File: src/rtl/dsp_pkg.sv
// dsp_pkg: types and constants of the duration string parser
// holds the transaction structs, the parser state struct and the character codes
// no dependencies
package dsp_pkg;

  typedef struct packed {
    logic [7:0] character;
    logic       last_char;
  } dsp_in_t;

  typedef struct packed {
    logic [31:0] total_seconds;
    logic        bad_format;
  } dsp_out_t;

  typedef struct packed {
    logic [31:0] running_total;
    logic [31:0] pending_number;
    logic        error_seen;
  } dsp_state_t;

  localparam logic [7:0] CH_ZERO = 8'h30;
  localparam logic [7:0] CH_NINE = 8'h39;
  localparam logic [7:0] CH_D    = 8'h64;
  localparam logic [7:0] CH_H    = 8'h68;
  localparam logic [7:0] CH_M    = 8'h6d;
  localparam logic [7:0] CH_S    = 8'h73;

  localparam logic [31:0] SECS_PER_DAY    = 32'd86400;
  localparam logic [31:0] SECS_PER_HOUR   = 32'd3600;
  localparam logic [31:0] SECS_PER_MINUTE = 32'd60;

endpackage

File: src/rtl/dsp_step.sv
// dsp_step: next-state logic of the parser for one character
// combinational; digit accumulate, suffix scale-and-add, error latch
// depends on dsp_pkg
module dsp_step (
  input  dsp_pkg::dsp_state_t st,
  input  logic [7:0]          character,
  output dsp_pkg::dsp_state_t st_nxt
);
  import dsp_pkg::*;

  logic        is_digit;
  logic [3:0]  digit;
  logic [31:0] times_ten;
  logic [31:0] scaled;
  logic        is_suffix;

  assign is_digit  = (character >= CH_ZERO) && (character <= CH_NINE);
  assign digit     = 4'(character - CH_ZERO);
  // times ten as two shifts and an add
  assign times_ten = 32'({st.pending_number, 3'b000} + {st.pending_number, 1'b0});

  // constant multiplies, shift-add after synthesis
  always_comb begin
    scaled    = '0;
    is_suffix = 1'b1;
    unique case (character)
      CH_D:    scaled = 32'(st.pending_number * SECS_PER_DAY);
      CH_H:    scaled = 32'(st.pending_number * SECS_PER_HOUR);
      CH_M:    scaled = 32'(st.pending_number * SECS_PER_MINUTE);
      CH_S:    scaled = st.pending_number;
      default: is_suffix = 1'b0;
    endcase
  end

  always_comb begin
    st_nxt = st;
    priority if (st.error_seen) begin
      st_nxt = st;
    end else if (is_digit) begin
      st_nxt.pending_number = times_ten + 32'(digit);
    end else if (is_suffix) begin
      st_nxt.running_total  = st.running_total + scaled;
      st_nxt.pending_number = '0;
    end else begin
      st_nxt.error_seen = 1'b1;
    end
  end

endmodule

File: src/rtl/duration_string_parser.sv
// duration_string_parser: top level of the duration string parser
// input register, parser state and result register around dsp_step
// depends on dsp_pkg and dsp_step
//
// Parses a duration text such as 1d2h30m, one ASCII character per input
// transaction, and returns the length in seconds. Digits build a pending number;
// a lowercase d, h, m or s scales it by 86400, 3600, 60 or 1 and adds it to the
// total. Any other byte sets bad_format, the rest of the string is ignored and
// total_seconds is reported as 0. Digits with no suffix at the end are dropped.
// One result transaction leaves for each character marked last_char, and the
// parser state then returns to zero for the next string. Sums and products wrap
// modulo 2^32 without a flag. Throughput is one character per clock cycle
// while the input is not stalled: each character passes through an input
// register and is folded into the state by a constant scale and one 32-bit
// add. A last character moves on from the input register when the result
// register is free, and out_valid rises from that register; a stalled result
// only holds up the input when a further last character is waiting behind it.
module duration_string_parser (
  input  logic              clk,
  input  logic              rst_n,
  input  logic              in_valid,
  output logic              in_stall,
  input  dsp_pkg::dsp_in_t  in_data,
  output logic              out_valid,
  input  logic              out_stall,
  output dsp_pkg::dsp_out_t out_data
);
  import dsp_pkg::*;

  // input register
  logic       s1_valid_r;
  dsp_in_t    s1_data_r;

  // parser state
  dsp_state_t st_r;
  dsp_state_t st_nxt;

  // result register
  logic       out_valid_r;
  dsp_out_t   out_data_r;

  logic       out_free;
  logic       s1_adv;
  logic       in_acc;

  dsp_step u_step (
    .st        (st_r),
    .character (s1_data_r.character),
    .st_nxt    (st_nxt)
  );

  // result register empty or being emptied this cycle
  assign out_free = !out_valid_r || !out_stall;
  // a last character needs room in the result register, others go straight on
  assign s1_adv   = s1_valid_r && (!s1_data_r.last_char || out_free);
  assign in_stall = s1_valid_r && !s1_adv;
  assign in_acc   = in_valid && !in_stall;

  // input stage
  always_ff @(posedge clk) begin
    if (!rst_n) begin
      s1_valid_r <= 1'b0;
    end else if (in_acc) begin
      s1_valid_r <= 1'b1;
    end else if (s1_adv) begin
      s1_valid_r <= 1'b0;
    end
  end

  always_ff @(posedge clk) begin
    if (in_acc) begin
      s1_data_r <= in_data;
    end
  end

  // parser state: cleared after the last character of a string
  always_ff @(posedge clk) begin
    if (!rst_n) begin
      st_r <= '0;
    end else if (s1_adv) begin
      if (s1_data_r.last_char) begin
        st_r <= '0;
      end else begin
        st_r <= st_nxt;
      end
    end
  end

  // result register
  always_ff @(posedge clk) begin
    if (!rst_n) begin
      out_valid_r <= 1'b0;
    end else if (s1_adv && s1_data_r.last_char) begin
      out_valid_r <= 1'b1;
    end else if (!out_stall) begin
      out_valid_r <= 1'b0;
    end
  end

  always_ff @(posedge clk) begin
    if (s1_adv && s1_data_r.last_char) begin
      out_data_r.bad_format    <= st_nxt.error_seen;
      out_data_r.total_seconds <= st_nxt.error_seen ? '0 : st_nxt.running_total;
    end
  end

  assign out_valid = out_valid_r;
  assign out_data  = out_data_r;

endmodule

File: config.mk
export PLATFORM = sky130hd
export DESIGN_NAME = duration_string_parser
export DESIGN_NICKNAME = d
export VERILOG_FILES = /design/src/rtl/dsp_pkg.sv /design/src/rtl/dsp_step.sv /design/src/rtl/duration_string_parser.sv
export SDC_FILE = /design/constraint.sdc
export NUM_CORES = 1
export LEC_CHECK = 0
export BUFFER_PORTS_ARGS = -buffer_cell sky130_fd_sc_hd__buf_2
export CAP_MARGIN = 0
export CORE_MARGIN = 2
export CORE_UTILIZATION = 50
export CTS_BUF_LIST = sky130_fd_sc_hd__clkbuf_16
export CTS_CLUSTER_SIZE = 28
export DETAILED_ROUTE_END_ITERATION = 6
export GPL_TIMING_DRIVEN = 0
export PLACE_DENSITY = 0.67
export RECOVER_POWER = 50
export SLEW_MARGIN = 5
export SYNTH_ARGS = -nofsm -noshare
export SYNTH_HDL_FRONTEND = slang
export SYNTH_SLANG_ARGS = --single-unit
File: constraint.sdc
create_clock -name clk -period 17.15 [get_ports clk]
set_input_delay 0.8575 -clock clk [delete_from_list [all_inputs] [get_ports clk]]
set_output_delay 0.8575 -clock clk [all_outputs]
set_load 0.1 [all_outputs]
==> results of run 1 <==
==> layout make-up <==
class                           instances  area [um^2]
Timing Repair Buffer                   48          198
Clock inverter                          7         86.3
Sequential cell                       109         2600
Inverter                              250          938
Buffer                                 38          148
Fill cell                            2772        13600
Tap cell                              390          488
Clock buffer                            9          225
Multi-Input combinational cell       1290        11400
==> cells in the final DEF (no fill, tap or decap), types with 6 or more instances in the layout <==
cell type	n
a211oi_1	9
a21o_1	45
a21oi_1	98
a221oi_1	8
a22o_1	29
a22oi_1	33
a31oi_1	14
and2_1	13
and3_1	15
buf_2	15
clkbuf_1	70
clkbuf_16	9
dfxtp_1	67
edfxtp_1	42
fa_1	122
ha_1	234
inv_1	250
mux2i_1	6
nand2_1	103
nand2b_1	19
nand3_1	19
nand4_1	9
nor2_1	75
nor2b_1	34
nor3_1	21
o211ai_1	7
o21a_1	12
o21ai_0	99
o21ai_1	8
o21bai_1	13
o221ai_1	12
o31ai_1	10
or3_1	6
xnor2_1	81
xor2_1	48
==> flip-flops by register name, summed over array words and instances (netlist names) <==
name        flops
out_data       33
out_valid       1
s1_data_r       9
s1_valid_r      1
st_r           65
==> worst paths after layout <==
kind                                              end  slack, ns  cells past startpoint
worst max-delay path            st_r[64]$_SDFFE_PN0P_       9.54                     27
worst max register to register  st_r[64]$_SDFFE_PN0P_       9.54                     27
worst min-delay path            st_r[32]$_SDFFE_PN0P_       0.46                      2
worst min register to register  st_r[32]$_SDFFE_PN0P_       0.46                      2
==> worst min-delay path, stage by stage, from the launching register on <==
cell and delay, ns:
dfxtp_1 0.33, nand2_1 0.05, o21ai_1 0.05
==> kinds of logic after synthesis <==
kind of cell / Yosys count / share of synthesized area [%]
compound gates: 456 / 20.7
xor+xnor: 130 / 7.60
fa+ha+maj: 356 / 35.6
buf+inv: 288 / 7.20
flops: 109 / 17.3
mux: 6 / 0.398
simple gates: 342 / 11.2
==> metrics by stage <==
stage	std cells	setup WS, ns	hold slack (ns)	total power [uW]	instance area, um^2
6_report	2141	9.54	0.464	532	16100
4_1_cts	2141	9.58	0.460	536	16100
2_1_floorplan	1687	10.53	0.426	304	15100
3_5_place_dp	2125	9.64	0.447	314	15800
3_3_place_gp	2124	9.70	0.436	313	15800
5_1_grt	2141	9.22	0.503	545	16100
==> power breakdown <==
part	switching [uW]	internal, uW
Clock	119	106
Sequential	2.63	272
Combinational	27.8	5.44
Total	149	383
==> metal layers <==
| layer | vias up | GRT usage [%] | part of all wire (%) |
|---|---|---|---|
| met5 | - | 0 | 0 |
| met4 | 0 | 6.66 | 1.9 |
| met3 | 48 | 3.00 | 4.1 |
| met2 | 286 | 44.3 | 48 |
| met1 | 5958 | 35.1 | 46 |
| li1 | 6013 | - | - |
==> impl_metrics.py, run 1 <==
metrics = {
    "run_status": {
        "status": "finished, violations left",
        "failed_checks": "max-capacitance violations, max-slew violations",
    },
    "min_path": {
        "worstHoldStart": "st_r[32]$_SDFFE_PN0P_",
        "hold_path_class": "reg -> reg",
    },
    "floorplan": {
        "die_h_um": 178,
        "rows": 63,
        "die_area_mm2": 0.0316,
        "die_w_um": 178,
        "design.core.area_mm2": 0.0296,
        "io_pins": 48,
        "initial_core_util_pct": 50.9,
    },
    "logic_synthesis": {
        "synth_top_cell_by_area": "ha_1",
        "yosysUniqueCellTypes": 79,
        "netlist_area_mm2": 0.0151,
        "ys_ff_latch": 109,
        "syn-num-nets": 2056,
        "ys_top_cells_by_area": "ha_1, fa_1, dfxtp_1",
        "synth-seq-area-share_pct": 17.3,
        "synth_cells": 1687,
        "ys.flop_type": "dfxtp_1",
        "syn_avg_cell_area_um2": 8.94,
        "synth_top_cells_by_count": "inv_1, ha_1, fa_1, nand2_1, o21ai_0",
        "yosysMostFrequentCell": "inv_1",
        "async_flop_share_pct": 0,
        "synth_edf_count": 42,
        "synth_top_area_share_pct": 19.4,
        "yosys_warnings": 0,
    },
    "finish": {
        "diodes": 0,
        "drive_gt1_share_pct": 3.43,
        "fin_util_pct": 54.3,
        "syn2layout_area_growth_pct": 6.65,
        "nets": 2115,
    },
    "run": {
        "cap_violations": 2,
    },
    "cts": {
        "cts_setup_buffers": 0,
        "clk_latency_ns": 0.37,
        "clkSinkCount": 109,
        "cts_root_buffer": "clkbuf_16",
        "htree_levels": 3,
        "postCtsResizedCells": 0,
        "cts_buffer_depth": 2,
        "cts_tree": "built",
        "clk_pin_slew_ns": 0.09,
        "holdBufCountCts": 0,
        "cts_buffers": 9,
    },
    "worst_setup_path": {
        "cpMaxStageDelayCell": "dfxtp_1",
        "worstSetupStartpoint": "st_r[3]$_SDFFE_PN0P_",
        "path_buf_inv": 2,
        "cp_top_family": "compound AO/OA/AOI/OAI gates",
        "startpoint_type": "flip-flop",
        "r2r_start": "st_r[3]$_SDFFE_PN0P_",
        "worst_path_largest_cell_delay_ns": 0.70,
        "cp.required_ns": 17.41,
        "path_class": "reg -> reg",
        "cp_max_fo": 11,
        "cp.arrival_ns": 7.87,
        "end_kind": "flip-flop",
    },
    "timing": {
        "fin_setup_tns_ns": 0,
        "fmax_ghz": 0.131,
        "setup_viol": 0,
        "slew_violations": 46,
        "relSlewSlack_pct": -72.7,
        "worstMarginPinSlew_ns": 2.58,
        "skew_ns": 0.0122,
        "rsz0062_at_grt": "false",
        "hold_viol": 0,
        "period_minus_slack_ns": 7.61,
        "min_period_over_period_pct": 44.4,
    },
    "routing": {
        "post_drt_wl_per_cell_um": 18.7,
        "via_count": 12300,
        "drtPass1Iterations": 6,
        "drt-initial-drc-count": 816,
        "vias_per_cell": 5.75,
        "drtAntennaViolNets": 0,
        "drc": 0,
        "wirelength_um": 39900,
    },
    "place": {
        "hpwl_um": 33400,
        "io_buffers": 47,
        "gp_congestion": 0.943,
    },
    "global_routing": {
        "first_global_vias": 12300,
        "grtUsageTotal_pct": 26.0,
        "grt.overflow.total": 0,
        "grt_pass1_wl_um": 63900,
        "antenna_found_initial": 0,
        "grt_max_degree": 35,
    },
    "power_and_ir_drop": {
        "ir_worst_vdd_uv": 41.1,
        "p_per_area_mw_per_mm2": 33.1,
        "p_leak_uw": 0.00810,
    },
}
No activity file was read; power rests on OpenSTA's default activity.
==> run 2, diff against run 1 <==
ABC_AREA = 1   (was unset)
clock period = 7.7 ns   (was 17.15 ns; I/O delays follow)
==> impl_metrics.py, run 2 <==
metrics = {
    "run_status": {
        "status": "finished, violations left",
        "failed_checks": "max-capacitance violations, max-slew violations",
    },
    "finish": {
        "top_register": "st_r",
        "syn2layout_area_growth_pct": 5.91,
        "final_cells": 2711,
        "diodes": 0,
        "largest_reg_flops": 65,
        "layout_commonest_cell": "nand2_1",
        "nets": 2673,
        "drive_gt1_share_pct": 3.68,
        "fillers": 3153,
        "final_cell_mix": "nand2_1, inv_1, ha_1, a21oi_1, nor2_1",
    },
    "global_routing": {
        "first_global_vias": 15100,
        "antenna_found_initial": 0,
        "grt_pass1_wl_um": 80100,
        "grt.overflow.total": 0,
        "grt_max_degree": 35,
        "grtUsageTotal_pct": 30.9,
    },
    "logic_synthesis": {
        "synth_top_cell_by_area": "ha_1",
        "async_flop_share_pct": 0,
        "ys_top_cells_by_area": "ha_1, fa_1, nand2_1",
        "syn_avg_cell_area_um2": 7.21,
        "ys_ff_latch": 109,
        "yosys_warnings": 0,
        "netlist_area_mm2": 0.0162,
        "synth_edf_count": 42,
        "syn-num-nets": 2615,
        "yosysUniqueCellTypes": 53,
        "ys.flop_type": "dfxtp_1",
        "synth_top_cells_by_count": "nand2_1, inv_1, ha_1, a21oi_1, nor2_1",
        "yosysMostFrequentCell": "nand2_1",
        "synth_cells": 2246,
        "synth-seq-area-share_pct": 16.1,
        "synth_top_area_share_pct": 18.1,
    },
    "timing": {
        "slew_violations": 6,
        "min_period_over_period_pct": 93.2,
        "relSlewSlack_pct": -8.53,
        "setup_viol": 0,
        "skew_ns": 0.0213,
        "fin_setup_tns_ns": 0,
        "worstMarginPinSlew_ns": 1.61,
        "rsz0062_at_grt": "false",
        "fmax_ghz": 0.139,
        "period_minus_slack_ns": 7.17,
        "hold_viol": 0,
    },
    "cts": {
        "cts_setup_buffers": 0,
        "htree_levels": 3,
        "holdBufCountCts": 0,
        "postCtsResizedCells": 0,
        "clk_latency_ns": 0.40,
        "cts_tree": "built",
        "cts_buffers": 9,
        "cts_buffer_depth": 2,
        "clk_pin_slew_ns": 0.09,
        "clkSinkCount": 109,
        "cts_root_buffer": "clkbuf_16",
    },
    "routing": {
        "vias_per_cell": 5.61,
        "drt-initial-drc-count": 1029,
        "drtPass1Iterations": 6,
        "drtAntennaViolNets": 0,
        "wirelength_um": 50500,
        "post_drt_wl_per_cell_um": 18.6,
        "drc": 0,
        "via_count": 15200,
    },
    "worst_setup_path": {
        "worst_path_largest_cell_delay_ns": 0.60,
        "cp.required_ns": 7.83,
        "cpMaxStageDelayCell": "dfxtp_1",
        "cp.arrival_ns": 7.30,
        "path_buf_inv": 3,
        "r2r_slack_ns": 0.53,
        "cp_max_fo": 8,
        "startpoint_type": "flip-flop",
        "end_kind": "flip-flop",
        "cp_top_family": "adder cells",
        "path_class": "reg -> reg",
    },
    "floorplan": {
        "die_area_mm2": 0.0338,
        "design.core.area_mm2": 0.0317,
        "die_h_um": 184,
        "rows": 65,
        "io_pins": 48,
        "die_w_um": 184,
        "initial_core_util_pct": 51.0,
    },
    "power_and_ir_drop": {
        "p_leak_uw": 0.00905,
        "ir_worst_vdd_uv": 113,
        "p_per_area_mw_per_mm2": 69.0,
    },
    "place": {
        "gp_congestion": 0.952,
        "place_inst": 2695,
        "hpwl_um": 42600,
        "io_buffers": 47,
    },
    "min_path": {
        "hold_path_class": "in -> reg",
    },
    "run": {
        "cap_violations": 1,
    },
}
==> run 2: cell count changes after synthesis, moves of 31 or more <==
cell and delta:
xnor2_1 -60, inv_1 +170, o21ai_1 +64, nor2_1 +70, a22oi_1 -33, nand3_1 +94
nand2_1 +343, a21oi_1 +101, nor2b_1 -34, or2_2 +31
==> run 2: worst reg2reg max path: cells and delay by family (launching register included) <==
| family | cells | cell delay [ns] |
|---|---|---|
| xor+xnor | 2 | 0.48 |
| flops | 1 | 0.60 |
| compound gates | 6 | 1.64 |
| fa+ha+maj | 7 | 2.75 |
| simple gates | 11 | 1.27 |
| buf+inv | 3 | 0.17 |
==> run 2: cell type report <==
class / count / area, um^2 / area share [%]
multi-input combinational: 1671 / 11800 / 68.8
buffer: 33 / 149 / 0.869
inverter: 433 / 1630 / 9.49
tap: 402 / 503 / 2.93
clock buffer: 9 / 225 / 1.31
timing repair buffer: 47 / 190 / 1.11
sequential: 109 / 2600 / 15.2
clock inverter: 7 / 47.5 / 0.277
==> run 2: worst paths after layout <==
| check | cells past startpoint | startpoint | end |
|---|---|---|---|
| max | 29 | st_r[3]$_SDFFE_PN0P_ | out_data[27]$_SDFFCE_PN0P_ |
| min | 1 | in_data[5] | s1_data_r[5]$_DFFE_PP_ |
| min reg2reg | 2 | st_r[61]$_SDFFE_PN0P_ | st_r[61]$_SDFFE_PN0P_ |
| max reg2reg | 29 | st_r[3]$_SDFFE_PN0P_ | out_data[27]$_SDFFCE_PN0P_ |
==> run 2: per-layer routing <==
| layer | wire, um | global-route usage, % |
|---|---|---|
| met1 | 22200 | 38.8 |
| met2 | 24500 | 55.0 |
| met3 | 2170 | 2.61 |
| met4 | 1680 | 11.7 |
| met5 | 0 | 0 |
==> run 2: per-stage QoR <==
step	worst slack (ns)	utilization (%)	instance area, um^2	hold WS [ns]	total power [uW]
floorplan	2.04	-	16200	0.426	692
global route	0.0340	54.0	17100	0.159	1210
global placement	0.636	53.4	16900	0.470	717
detailed placement	0.613	53.4	16900	0.482	718
CTS	0.579	54.2	17200	0.147	1190
finish	0.525	54.0	17100	0.159	1180
==> run 2: cell families (layout without fill, tap and decap cells) <==
| logic type | count (synthesis) | in the layout | synth area share (%) |
|---|---|---|---|
| buf+inv | 466 | 529 | 11.0 |
| fa+ha+maj | 356 | 356 | 33.2 |
| xor+xnor | 52 | 52 | 2.81 |
| flops | 109 | 109 | 16.1 |
| compound gates | 458 | 458 | 15.8 |
| simple gates | 805 | 805 | 21.2 |
==> run 2: power breakdown <==
group / internal (uW) / leakage (uW) / total [uW] / switching, uW
Sequential: 606 / 0.000910 / 612 / 5.78
Clock: 221 / 0.000129 / 478 / 258
Combinational: 13.0 / 0.00801 / 92.4 / 79.3
Total: 840 / 0.00905 / 1180 / 343
==> run 3, diff against run 2 <==
SYNTH_HIERARCHICAL = 1   (was unset)
==> impl_metrics.py, run 3 <==
metrics = {
    "cts": {
        "cts_buffer_depth": 2,
        "clkSinkCount": 109,
        "clk_latency_ns": 0.37,
        "holdBufCountCts": 0,
        "clk_pin_slew_ns": 0.08,
        "cts_buffers": 9,
        "cts_root_buffer": "clkbuf_16",
        "htree_levels": 3,
        "cts_tree": "built",
    },
    "logic_synthesis": {
        "yosys_warnings": 6,
        "synth_top_area_share_pct": 16.9,
        "synth-seq-area-share_pct": 15.1,
        "synthSimpleGateAreaFrac_pct": 24.2,
        "syn_avg_cell_area_um2": 6.98,
        "synth_top_cell_by_area": "ha_1",
        "syn-num-nets": 2846,
        "synth_compound_area_share_pct": 16.8,
        "synth_top_family_by_area": "adder cells",
        "synthXorXnorAreaFrac_pct": 2.07,
        "yosysUniqueCellTypes": 63,
        "synthMuxAreaShare_pct": 0.0579,
        "ys_ff_latch": 109,
        "synth_edf_count": 42,
        "netlist_area_mm2": 0.0173,
        "synth_top_cells_by_count": "nand2_1, inv_1, a21oi_1, ha_1, nor2_1",
        "ys_top_cells_by_area": "ha_1, fa_1, nand2_1",
        "synth_cells": 2477,
        "yosysMostFrequentCell": "nand2_1",
        "ys.flop_type": "dfxtp_1",
        "async_flop_share_pct": 0,
        "synth-adder-area-share_pct": 31.1,
    },
    "worst_setup_path": {
        "path_buf_inv": 6,
        "cp.required_ns": 7.82,
        "cp_max_fo": 7,
        "cp.arrival_ns": 7.45,
        "worst_path_largest_cell_delay_ns": 0.71,
        "end_kind": "flip-flop",
        "path_class": "reg -> reg",
        "startpoint_type": "flip-flop",
        "crit_top_cell": "inv_1",
        "cpMaxStageDelayCell": "fa_1",
        "cp_top_family": "adder cells",
    },
    "timing": {
        "fmax_ghz": 0.136,
        "fin_setup_tns_ns": 0,
        "setup_viol": 0,
        "rsz0062_at_grt": "false",
        "hold_viol": 0,
        "min_period_over_period_pct": 95.3,
        "relSlewSlack_pct": 19.5,
        "whs_ns": 0.185,
        "worstMarginPinSlew_ns": 1.20,
        "period_minus_slack_ns": 7.33,
        "slew_violations": 0,
        "skew_ns": 0.00968,
    },
    "routing": {
        "drt-initial-drc-count": 1740,
        "drtPass1Iterations": 6,
        "vias_per_cell": 5.70,
        "drc": 0,
        "via_count": 17100,
        "drtAntennaViolNets": 0,
        "wirelength_um": 59600,
        "post_drt_wl_per_cell_um": 19.9,
    },
    "finish": {
        "top_register": "st_r",
        "fillers": 3500,
        "nets": 2907,
        "largest_reg_flops": 65,
        "syn2layout_area_growth_pct": 6.23,
        "diodes": 0,
        "layout_commonest_cell": "nand2_1",
        "final_cell_mix": "nand2_1, inv_1, a21oi_1, ha_1, nor2_1",
        "drive_gt1_share_pct": 4.92,
    },
    "global_routing": {
        "antenna_found_initial": 0,
        "grtUsageTotal_pct": 33.3,
        "grt_pass1_wl_um": 91600,
        "grt.overflow.total": 0,
        "first_global_vias": 16100,
        "grt_max_degree": 34,
    },
    "place": {
        "gp_congestion": 1.01,
        "hpwl_um": 49300,
        "io_buffers": 47,
    },
    "run": {
        "cap_violations": 0,
    },
    "floorplan": {
        "initial_core_util_pct": 50.4,
        "die_h_um": 190,
        "rows": 68,
        "design.core.area_mm2": 0.0343,
        "die_area_mm2": 0.0361,
        "die_w_um": 190,
        "io_pins": 48,
    },
    "power_and_ir_drop": {
        "p_leak_uw": 0.00947,
        "ir_worst_vdd_uv": 103,
        "p_per_area_mw_per_mm2": 63.6,
    },
    "run_status": {
        "status": "completed",
    },
    "min_path": {
        "hold_path_class": "in -> reg",
    },
}
-- run 3: changes by cell type after synthesis, moves of 8 or more --
cell | previous run | this run
a21oi_1 | 199 | 238
buf_4 | 4 | 17
clkbuf_1 | 23 | 15
nand2_1 | 446 | 602
nand3_1 | 113 | 97
nand4_1 | 15 | 32
nor2_1 | 145 | 174
o21ai_0 | 82 | 117
o21ai_1 | 72 | 17
o21ai_2 | 0 | 8
o21bai_1 | 9 | 19
or2_1 | 11 | 1
or2_2 | 34 | 22
-- run 3: metrics by stage --
stage / instances / cell area (um^2) / worst slack [ns] / total power [uW] / util [%]
after CTS: 2995 / 18400 / 0.216 / 1180 / 53.6
after global placement: 2979 / 18100 / 0.189 / 710 / 52.8
after floorplan: 2477 / 17300 / 2.00 / 685 / -
after global routing: 2998 / 18400 / 0.0249 / 1200 / 53.6
after detailed placement: 2979 / 18100 / 0.252 / 712 / 52.8
final: 2998 / 18400 / 0.365 / 1170 / 53.6
-- run 3: cell type report --
cell class                 count  area [um^2]  share of cell area (%)
multi-input combinational   1896        12800                    69.9
sequential                   109         2610                    14.2
buffer                        43          235                    1.28
inverter                     429         1620                    8.80
tap                          455          569                    3.10
clock inverter                 7         67.6                   0.368
clock buffer                   9          225                    1.23
timing repair buffer          50          213                    1.16
-- run 3: report_power, final --
part,internal (uW),leakage (uW),switching [uW]
Clock,228,0.000139,242
Combinational,16.0,0.00838,71.6
Sequential,604,0.000945,6.23
-- run 3: worst paths after layout --
check | to | startpoint | cells after the start | slack [ns]
worst min-delay path | s1_data_r[4]$_DFFE_PP_ | in_data[4] | 1 | 0.18
worst max register to register | out_data[30]$_SDFFCE_PP0P_ | st_r[8]$_SDFFE_PN0P_ | 31 | 0.37
worst min register to register | st_r[64]$_SDFFE_PN0P_ | st_r[64]$_SDFFE_PN0P_ | 2 | 0.49
worst max-delay path | out_data[30]$_SDFFCE_PP0P_ | st_r[8]$_SDFFE_PN0P_ | 31 | 0.37
-- run 3: cells by family after synthesis --
family	count (synthesis)
AO/OA/AOI/OAI	506
XOR/XNOR	40
adder cells (fa/ha/maj)	356
buffers and inverters	472
flip-flops	109
multiplexers	1
AND/OR/NAND/NOR	993
-- run 3: timing repair --
item                                    4_1_cts  5_1_grt
setup buffers                                 0        3
gates resized for setup                       0        5
endpoints found under the setup margin        0       14
-- run 3: metal layers --
metal | part of all wire, % | global-route usage, % | vias to the layer above
li1 | - | - | 8281
met1 | 43 | 44.7 | 8004
met2 | 45 | 54.2 | 679
met3 | 7.8 | 4.81 | 131
met4 | 4.2 | 12.7 | 0
met5 | 0 | 0 | -
